<file path="config.mk">
export PLATFORM = sky130hd
export DESIGN_NAME = humidity_sensor_frame_decoder_top
export DESIGN_NICKNAME = d
export VERILOG_FILES = /design/src/hsfd_pkg.sv /design/src/hsfd_crc_byte.sv /design/src/humidity_sensor_frame_decoder_top.sv
export SDC_FILE = /design/constraint.sdc
export NUM_CORES = 1
export LEC_CHECK = 0
export BUFFER_PORTS_ARGS = -buffer_cell sky130_fd_sc_hd__buf_2
export CAP_MARGIN = 20
export CORE_ASPECT_RATIO = 1.2
export CORE_MARGIN = 8
export CORE_UTILIZATION = 64
export CTS_CLUSTER_DIAMETER = 40
export CTS_CLUSTER_SIZE = 28
export DETAILED_ROUTE_END_ITERATION = 10
export PLACE_DENSITY_LB_ADDON = 0.25
export REMOVE_ABC_BUFFERS = 1
export SLEW_MARGIN = 40
export SYNTH_ARGS = -nofsm -noshare
export SYNTH_HDL_FRONTEND = slang
export SYNTH_SLANG_ARGS = --single-unit
</file>
<file path="constraint.sdc">
create_clock -name clk -period 6.94 [get_ports clk]
set_input_delay 0 -clock clk [delete_from_list [all_inputs] [get_ports clk]]
set_output_delay 0 -clock clk [all_outputs]
set_load 0.05 [all_outputs]
</file>
<file path="src/hsfd_pkg.sv">
package hsfd_pkg;

    localparam logic [15:0] CRC_INIT      = 16'hFFFF;
    localparam logic [15:0] CRC_POLY_REFL = 16'hA001;
    localparam logic [2:0]  CRC_SPAN      = 3'd6;
    localparam logic [2:0]  POS_CRC_LOW   = 3'd6;
    localparam logic [2:0]  POS_CRC_HIGH  = 3'd7;
    localparam logic [2:0]  POS_PAYLOAD   = 3'd2;
    localparam logic [7:0]  MAG_MASK      = 8'h7F;
    localparam logic [7:0]  SIGN_BIT      = 8'h80;
    localparam logic [15:0] READING_RESET = 16'd990;

    typedef logic [15:0] crc_t;

endpackage

</file>
<file path="src/hsfd_crc_byte.sv">
module hsfd_crc_byte
    import hsfd_pkg::*;
(
    input  crc_t       crc_in,
    input  logic [7:0] data,
    output crc_t       crc_out
);

    // eight shift/xor steps of the reflected polynomial, lsb first
    always_comb
    begin
        crc_t c;
        c = crc_in ^ {8'h00, data};
        for (int k = 0; k < 8; k++)
        begin
            if (c[0])
            begin
                c = (c >> 1) ^ CRC_POLY_REFL;
            end
            else
            begin
                c = c >> 1;
            end
        end
        crc_out = c;
    end

endmodule

</file>
<file path="src/humidity_sensor_frame_decoder_top.sv">
// sensor reply frame decoder
//
// input stream: one reply byte per request on s_axis_tdata; s_axis_tuser
// marks byte 0 of a frame and restarts the byte count and the crc
// output stream: one request per 8-byte frame, issued on byte 7; tuser holds
// crc_ok, tdata holds the held humidity (low half) and the held temperature
// (high half), both in tenths
//
// a taken byte is held in the input register and decoded from there into the state
// registers; on byte 7 the decode also loads the result register that drives the request
// throughput: one byte per cycle unless a result stall holds a byte, set by the
// combinational unrolled crc byte update between the input and state/result registers
//
// stall: the result register holds its request until taken; a decode that
// would produce a result waits in the input register while the result
// register is full and not being drained, and s_axis_tready drops meanwhile
// bytes that produce no result never wait on the output side
//
// reset: byte count 0, crc 0xffff, held readings 99.0, both channels empty
module humidity_sensor_frame_decoder_top
    import hsfd_pkg::*;
(
    input  logic        clk,
    input  logic        rst_n,
    input  logic        s_axis_tvalid,
    output logic        s_axis_tready,
    input  logic [7:0]  s_axis_tdata,   // [7:0] rx_byte
    input  logic        s_axis_tuser,   // [0] frame_start
    output logic        m_axis_tvalid,
    input  logic        m_axis_tready,
    output logic [31:0] m_axis_tdata,   // [15:0] humidity_tenths, [31:16] temperature_tenths
    output logic        m_axis_tuser    // [0] crc_ok
);

    // input register
    logic       in_valid_reg;
    logic [7:0] in_byte_reg;
    logic       in_start_reg;

    // frame state
    logic [2:0] byte_count_reg;
    crc_t       crc_reg;
    logic [7:0] payload_reg [4];
    logic [7:0] crc_low_reg;
    logic [15:0] hum_reg;
    logic [15:0] temp_reg;

    // result register
    logic        m_valid_reg;
    logic [31:0] m_data_reg;
    logic        m_user_reg;

    // decode of the byte in the input register
    logic [2:0]  pos;
    crc_t        crc_base;
    crc_t        crc_new;
    logic        is_last;
    logic        crc_match;
    logic        out_free;
    logic        advance;
    logic [14:0] mag;
    logic [15:0] hum_next;
    logic [15:0] temp_next;

    hsfd_crc_byte u_crc
    (
        .crc_in  (crc_base),
        .data    (in_byte_reg),
        .crc_out (crc_new)
    );

    always_comb
    begin
        pos       = in_start_reg ? 3'd0 : byte_count_reg;
        crc_base  = in_start_reg ? CRC_INIT : crc_reg;
        is_last   = (pos == POS_CRC_HIGH);
        crc_match = ({in_byte_reg, crc_low_reg} == crc_base);
        out_free  = !m_valid_reg || m_axis_tready;
        advance   = in_valid_reg && (!is_last || out_free);

        // sign-magnitude temperature, negative zero folds to zero
        mag = {payload_reg[2][6:0] & MAG_MASK[6:0], payload_reg[3]};
        if (crc_match)
        begin
            hum_next = {payload_reg[0], payload_reg[1]};
            if ((payload_reg[2] & SIGN_BIT) != 8'h00)
            begin
                temp_next = 16'h0000 - {1'b0, mag};
            end
            else
            begin
                temp_next = {1'b0, mag};
            end
        end
        else
        begin
            hum_next  = hum_reg;
            temp_next = temp_reg;
        end
    end

    assign s_axis_tready = !in_valid_reg || advance;

    always_ff @(posedge clk or negedge rst_n)
    begin
        if (!rst_n)
        begin
            in_valid_reg <= 1'b0;
        end
        else if (s_axis_tready)
        begin
            in_valid_reg <= s_axis_tvalid;
        end
    end

    always_ff @(posedge clk)
    begin
        if (s_axis_tready && s_axis_tvalid)
        begin
            in_byte_reg  <= s_axis_tdata;
            in_start_reg <= s_axis_tuser;
        end
    end

    // frame state: count, crc and held readings
    always_ff @(posedge clk or negedge rst_n)
    begin
        if (!rst_n)
        begin
            byte_count_reg <= 3'd0;
            crc_reg        <= CRC_INIT;
            hum_reg        <= READING_RESET;
            temp_reg       <= READING_RESET;
        end
        else if (advance)
        begin
            if (is_last)
            begin
                byte_count_reg <= 3'd0;
                crc_reg        <= CRC_INIT;
                hum_reg        <= hum_next;
                temp_reg       <= temp_next;
            end
            else
            begin
                byte_count_reg <= pos + 3'd1;
                if (pos < CRC_SPAN)
                begin
                    crc_reg <= crc_new;
                end
                else
                begin
                    crc_reg <= crc_base;
                end
            end
        end
    end

    // captured payload and low crc byte
    always_ff @(posedge clk)
    begin
        if (advance)
        begin
            if (pos >= POS_PAYLOAD && pos < CRC_SPAN)
            begin
                payload_reg[2'(pos - POS_PAYLOAD)] <= in_byte_reg;
            end
            if (pos == POS_CRC_LOW)
            begin
                crc_low_reg <= in_byte_reg;
            end
        end
    end

    // result register
    always_ff @(posedge clk or negedge rst_n)
    begin
        if (!rst_n)
        begin
            m_valid_reg <= 1'b0;
        end
        else if (advance && is_last)
        begin
            m_valid_reg <= 1'b1;
        end
        else if (m_axis_tready)
        begin
            m_valid_reg <= 1'b0;
        end
    end

    always_ff @(posedge clk)
    begin
        if (advance && is_last)
        begin
            m_data_reg <= {temp_next, hum_next};
            m_user_reg <= crc_match;
        end
    end

    assign m_axis_tvalid = m_valid_reg;
    assign m_axis_tdata  = m_data_reg;
    assign m_axis_tuser  = m_user_reg;

    // frame end restarts count and crc
    assert property (@(posedge clk) disable iff (!rst_n)
        (advance && is_last) |=> (byte_count_reg == 3'd0 && crc_reg == CRC_INIT))
        else $error("frame end did not restart count and crc");

    // held readings move only on a frame with a good crc
    assert property (@(posedge clk) disable iff (!rst_n)
        !(advance && is_last && crc_match) |=> ($stable(hum_reg) && $stable(temp_reg)))
        else $error("held readings changed without a good frame");

    // a new result comes only from a decoded last byte
    assert property (@(posedge clk) disable iff (!rst_n)
        $rose(m_valid_reg) |-> $past(advance && is_last))
        else $error("result issued without a last byte");

    // a waiting byte is neither lost nor overwritten
    assert property (@(posedge clk) disable iff (!rst_n)
        (in_valid_reg && !advance) |=> (in_valid_reg && $stable(in_byte_reg)
                                        && $stable(in_start_reg)))
        else $error("stalled byte lost");

    // a pending result is never overwritten before it is taken
    assert property (@(posedge clk) disable iff (!rst_n)
        (m_valid_reg && !m_axis_tready) |-> !(advance && is_last))
        else $error("result overwritten while stalled");

endmodule
</file>
# ---- Yosys cells after proc, flatten, opt, wreduce, memory -nomap -nowiden
# Memory sizes are Yosys's and may differ from the RTL's.
# Index checks and enable logic that the tools add are counted.
# W data, S select, Z words.
dict set report word_totals {
  memories 1
  input_bits 13
  ramBits 32
  register_bits 103
}
# memory words width read_ports rd_ports_with_merged_regs wr line_no
set mem_list {}
lappend mem_list {payload_reg 4 8 4 0 1 humidity_sensor_frame_decoder_top.sv:43} ;# logic [7:0] payload_reg [4];
dict set report op_classes {
  add_sub_neg 3
  n_eq_ne 3
  muxes 21
  reduce_logical 13
  n_lt_le_gt_ge 2
  n_bitwise 9
}
# op n
set ops {}
lappend ops {{$mux W16} 14}
lappend ops {{$not A2 Y3} 8}
lappend ops {{$eq A16 B16 Y1} 1}
lappend ops {{$sub A1 B15 Y16 const A} 1}
lappend ops {{$xor A16 B8 Y16} 1}
lappend ops {{$eq A3 B3 Y1 const B} 2}
lappend ops {{$mux W3} 2}
lappend ops {{$mux W1} 5}
lappend ops {{$logic_and A1 B1 Y1} 4}
lappend ops {{$reduce_and A2 Y1} 2}
lappend ops {{$add A3 B1 Y3 const B} 1}
lappend ops {{$ge A3 B2 Y1 const B} 1}
lappend ops {{$logic_not A1 Y1} 3}
lappend ops {{$logic_or A1 B1 Y1} 3}
lappend ops {{$lt A3 B3 Y1 const B} 1}
lappend ops {{$reduce_bool A2 Y1} 1}
lappend ops {{$sub A2 B2 Y2 const B} 1}

# ---- Logic depth before layout (Yosys ltp)
dict set report depth {
  depth_word 20
  depth_mapped 15
}

# ---- Cells and area by module
# A second synthesis with hierarchy kept.
dict set report unflattened {
  cells_unflattened 449
  hier_area_um2 6184.7
}
# module area_per_inst_um2 instances seq_area_each_um2 cells_per_inst
set modules_own_cells {}
lappend modules_own_cells {humidity_sensor_frame_decoder_top 5900.7 1 3828.7 420}
lappend modules_own_cells {hsfd_crc_byte 284.0 1 0.0 29}

# ---- Worst setup path after synthesis
# Ideal clock, no wire load.
dict set report synth_timing {
  path_type {register to register}
  startpoint {register in_start_reg}
  endpoint {register temp_reg[0]}
  setup_ps 125
  n_path_buf 6
  arrival_time_ps 3346
  path_stages_with_launch 16
  setup_slack_ps 3470
  period_less_slack_ps 3470
  path_cell_list {edfxtp_1 buf_4 buf_6 buf_6 clkbuf_1 nor2b_1 ha_1 ha_1 nand3b_1 and2_1 nand2_1 inv_1 and3_1 buf_6 buf_6 mux2_2}
}
dict set report synth_via {
  elab_chain_cells 6
  elab_cells_between_ends 9
}
# element line_no
set synth_rtl {}
lappend synth_rtl {{start, declared} humidity_sensor_frame_decoder_top.sv:38} ;# logic in_start_reg;
lappend synth_rtl {{start signal, assigned} humidity_sensor_frame_decoder_top.sv:121} ;# in_start_reg <= s_axis_tuser;
lappend synth_rtl {{$mux W3} humidity_sensor_frame_decoder_top.sv:74} ;# pos = in_start_reg ? 3'd0 : byte_count_reg;
lappend synth_rtl {{$eq A3 B3 Y1} humidity_sensor_frame_decoder_top.sv:76} ;# is_last = (pos == POS_CRC_HIGH);
lappend synth_rtl {{$logic_not A1 Y1} humidity_sensor_frame_decoder_top.sv:79} ;# advance = in_valid_reg && (!is_last || out_free);
lappend synth_rtl {{$logic_or A1 B1 Y1} humidity_sensor_frame_decoder_top.sv:79}
lappend synth_rtl {{$logic_and A1 B1 Y1} humidity_sensor_frame_decoder_top.sv:79}
lappend synth_rtl {{$reduce_and A2 Y1 (no line)} --}
lappend synth_rtl {{end signal, assigned} humidity_sensor_frame_decoder_top.sv:142} ;# temp_reg <= temp_next;
lappend synth_rtl {{end, declared} humidity_sensor_frame_decoder_top.sv:46} ;# logic [15:0] temp_reg;
# Parallel ways exist; a longest one is shown, timed or not.
# A chain may end at the register's enable or synchronous reset.

# ---- Final worst setup path
dict set report layout_timing {
  startpoint {register in_start_reg}
  endpoint {register temp_reg[12]}
}
# Same word-level chain as after synthesis.

==> flow_summary.toml <==
[floorplanning]
fp.dieH_um = 123
coreArea_mm2 = 0.00947
die-area_mm2 = 0.0130
die_x_um = 106
pin_count = 48
start_util = 0.651
rows = 39

[sta]
drv_slew = 0
fin_crit_ns = 3.67
tightest_slew_ns = 0.763
hold_viol_final = 0
timing.fmax_ghz = 0.272
rsz0062_at_grt = "false"
fin_setup_tns_ns = 0
period_share = 0.529
finClkSkew_ns = 0.0100
relSlewSlack = 0.492
setup_viol = 0

[yosys]
ys_types = 49
ys_seq_area_frac = 0.621
synthesis.area_mm2 = 0.00616
ys_ff_latch = 135
syn_inst = 432
synth-compound-area-share = 0.0711
muxShareOfSynthArea = 0.117
synth_xor_area_frac = 0.0772
synth_ff_type = "edfxtp_1"
syn_area_per_cell_um2 = 14.3
synth-simple-area-share = 0.0717
synth_edf_count = 82
synth_fa_ha_area_frac = 0.0122
async_flop_share = 0.393
ys_warn_count = 0
synth_top_family_by_area = "multiplexers"

[global_route]
grt_max_degree = 54
grt_pass1_vias = 3911
grt_use_total = 0.202
grt-ovfl-total = 0
grt_pass1_wl_um = 20300
antenna_found_initial = 0

[place]
place_hpwl_um = 7400
gp_congestion = 0.878
io_buffers = 47

[cts]
cts.sinks = 135
cts_made_buffers = 17
clock_path_buffers = 2
post-cts-setup-buffers = 0
clkTransAtPathRegs_ns = 0.05
cts-root-buf = "clkbuf_16"
h-tree-depth = 4
cts_tree = "built"
insertion_delay_ns = 0.41

[route]
first_pass_iters = 4
ant_nets = 0
vias = 3653
wirelength_um = 12000
drtIter0Drc = 179
drc = 0
routedWlPerCell_um = 19.1
drt-vias-per-instance = 5.78

[flow_run]
maxCapViolCount = 0

[power_and_ir_drop]
cellLeakagePower_nw = 2.76
p_per_area_mw_per_mm2 = 320
ir_drop_uv = 222

[worst_setup_path]
setup.worst_path.start_class = "flop"
worstPathArrival_ns = 3.96
worst_setup_path_end_kind = "flop"
crit_fanout = 35
crit_required_ns = 7.23
crit_type = "flop to flop"

[finish]
n_antenna_cell = 0
final.fill_count = 587
drive_above_1_share = 0.363
nets = 515
area_growth_pct = 17.3
utilization = 0.764

[run_status]
status = "finished, final reports clean"

[hold_path]
hold_class = "input pin to async pin"
## synth_stat cells (4+ instances only)
cell type  count  area share
xnor2_1       36       0.051
dfrtp_1       21       0.085
nor2_1        31       0.019
inv_1         10      0.0061
o22a_1        11       0.016
ha_1           6       0.012
and2_1         7      0.0071
nand2_1       22       0.013
edfxtp_1      82        0.40
clkbuf_1       4      0.0024
buf_6          6       0.011
mux2_2        63        0.12
dfstp_2       32        0.14
xor2_1        11       0.016
o32a_1         5      0.0081
buf_2          5      0.0041
a21oi_1       16       0.013
nor3_1         7      0.0057
o22ai_1        4      0.0041
o21ai_0        7      0.0057
## worst max-delay path: stages, from the launching register on
cell and delay [ns]:
edfxtp_1 0.40, buf_4 0.35, nor2b_1 0.09, ha_1 0.35, nand3b_1 0.17, and2_1 0.36, nand2_1 0.13, inv_1 0.07
buf_4 0.38, and3_2 0.78, mux2_2 0.41
## layer usage
layer | global-route usage | vias to the layer above | wire length [µm]
met5 | 0 | - | 0
met1 | 0.230 | 1813 | 4830
met3 | 0.0474 | 20 | 687
met2 | 0.347 | 114 | 6280
li1 | - | 1706 | -
met4 | 0.115 | 0 | 242
## placed cells by master, fill, tap and decap left out, drive strengths merged, types with 2 or more instances in the layout
cell type	instances
edfxtp	82
mux2	64
buf	51
xnor2	37
dfstp	32
nor2	31
nand2	22
dfrtp	21
clkbuf	20
a21oi	16
dlygate4sd3	13
xor2	11
o22a	11
inv	10
and2	7
o21ai	7
nor3	7
ha	6
clkinv	6
o32a	5
bufinv	5
o22ai	4
o41ai	4
nor2b	3
nor4bb	3
nand3b	3
o31ai	3
and3	3
nand3	2
o211ai	2
a32oi	2
nand2b	2
or4	2
## repair_timing
action / CTS / global route
hold buffers: 13 / 0
setup endpoints to repair: 0 / 0
endpoints found under the hold margin: 32 / 0
gates resized for setup: 0 / 0
## path summary, 6_finish.rpt
| check | startpoint | end | slack [ns] | depth (start not counted) |
|---|---|---|---|---|
| max in group asynchronous | rst_n | hum_reg[0]$_DFFE_PN0P_ | 6.20 | 3 |
| min in group clk | s_axis_tdata[2] | in_byte_reg[2]$_DFFE_PP_ | 0.30 | 2 |
| max | in_start_reg$_DFFE_PP_ | temp_reg[12]$_DFFE_PN0P_ | 3.27 | 10 |
| min | rst_n | in_valid_reg$_DFFE_PN0N_ | 0.26 | 3 |
| max reg2reg | in_start_reg$_DFFE_PP_ | temp_reg[12]$_DFFE_PN0P_ | 3.27 | 10 |
| min reg2reg | payload_reg[0][3]$_DFFE_PP_ | hum_reg[11]$_DFFE_PN0P_ | 0.50 | 1 |
## where the power goes
group	switching (mW)	total, mW	internal [mW]	leakage (nW)
logic	0.139	0.312	0.174	1.14
clock network	0.322	0.978	0.656	0.320
registers	0.0880	1.02	0.932	1.30
total	0.549	2.31	1.76	2.76
## through the flow
step / hold slack [ns] / worst slack [ns] / power, mW / area [µm²] / instances
after floorplan: -0.296 / 2.61 / 1.25 / 6020 / 413
after global placement: 0.164 / 3.42 / 1.32 / 6440 / 587
after detailed placement: 0.175 / 3.27 / 1.34 / 6440 / 587
after CTS: 0.278 / 3.25 / 2.32 / 7230 / 632
after global routing: 0.298 / 2.96 / 2.40 / 7230 / 632
final: 0.260 / 3.27 / 2.31 / 7230 / 632
## cell families after synthesis
kind of cell / after synthesis
XOR/XNOR: 50
adder cells (fa/ha/maj): 6
multiplexers: 64
flip-flops: 135
AND/OR/NAND/NOR: 89
AO/OA/AOI/OAI: 59
buffers and inverters: 29
## final cells by class
| cell class | instances | area (µm²) | share of cell area |
|---|---|---|---|
| Clock buffer | 20 | 457 | 0.0632 |
| Inverter | 10 | 37.5 | 0.00519 |
| Sequential cell | 135 | 3830 | 0.530 |
| Multi-Input combinational cell | 268 | 2160 | 0.298 |
| Tap cell | 123 | 154 | 0.0213 |
| Timing Repair Buffer | 64 | 395 | 0.0547 |
| Clock inverter | 12 | 199 | 0.0275 |
Power figures use the tool's default switching activity.
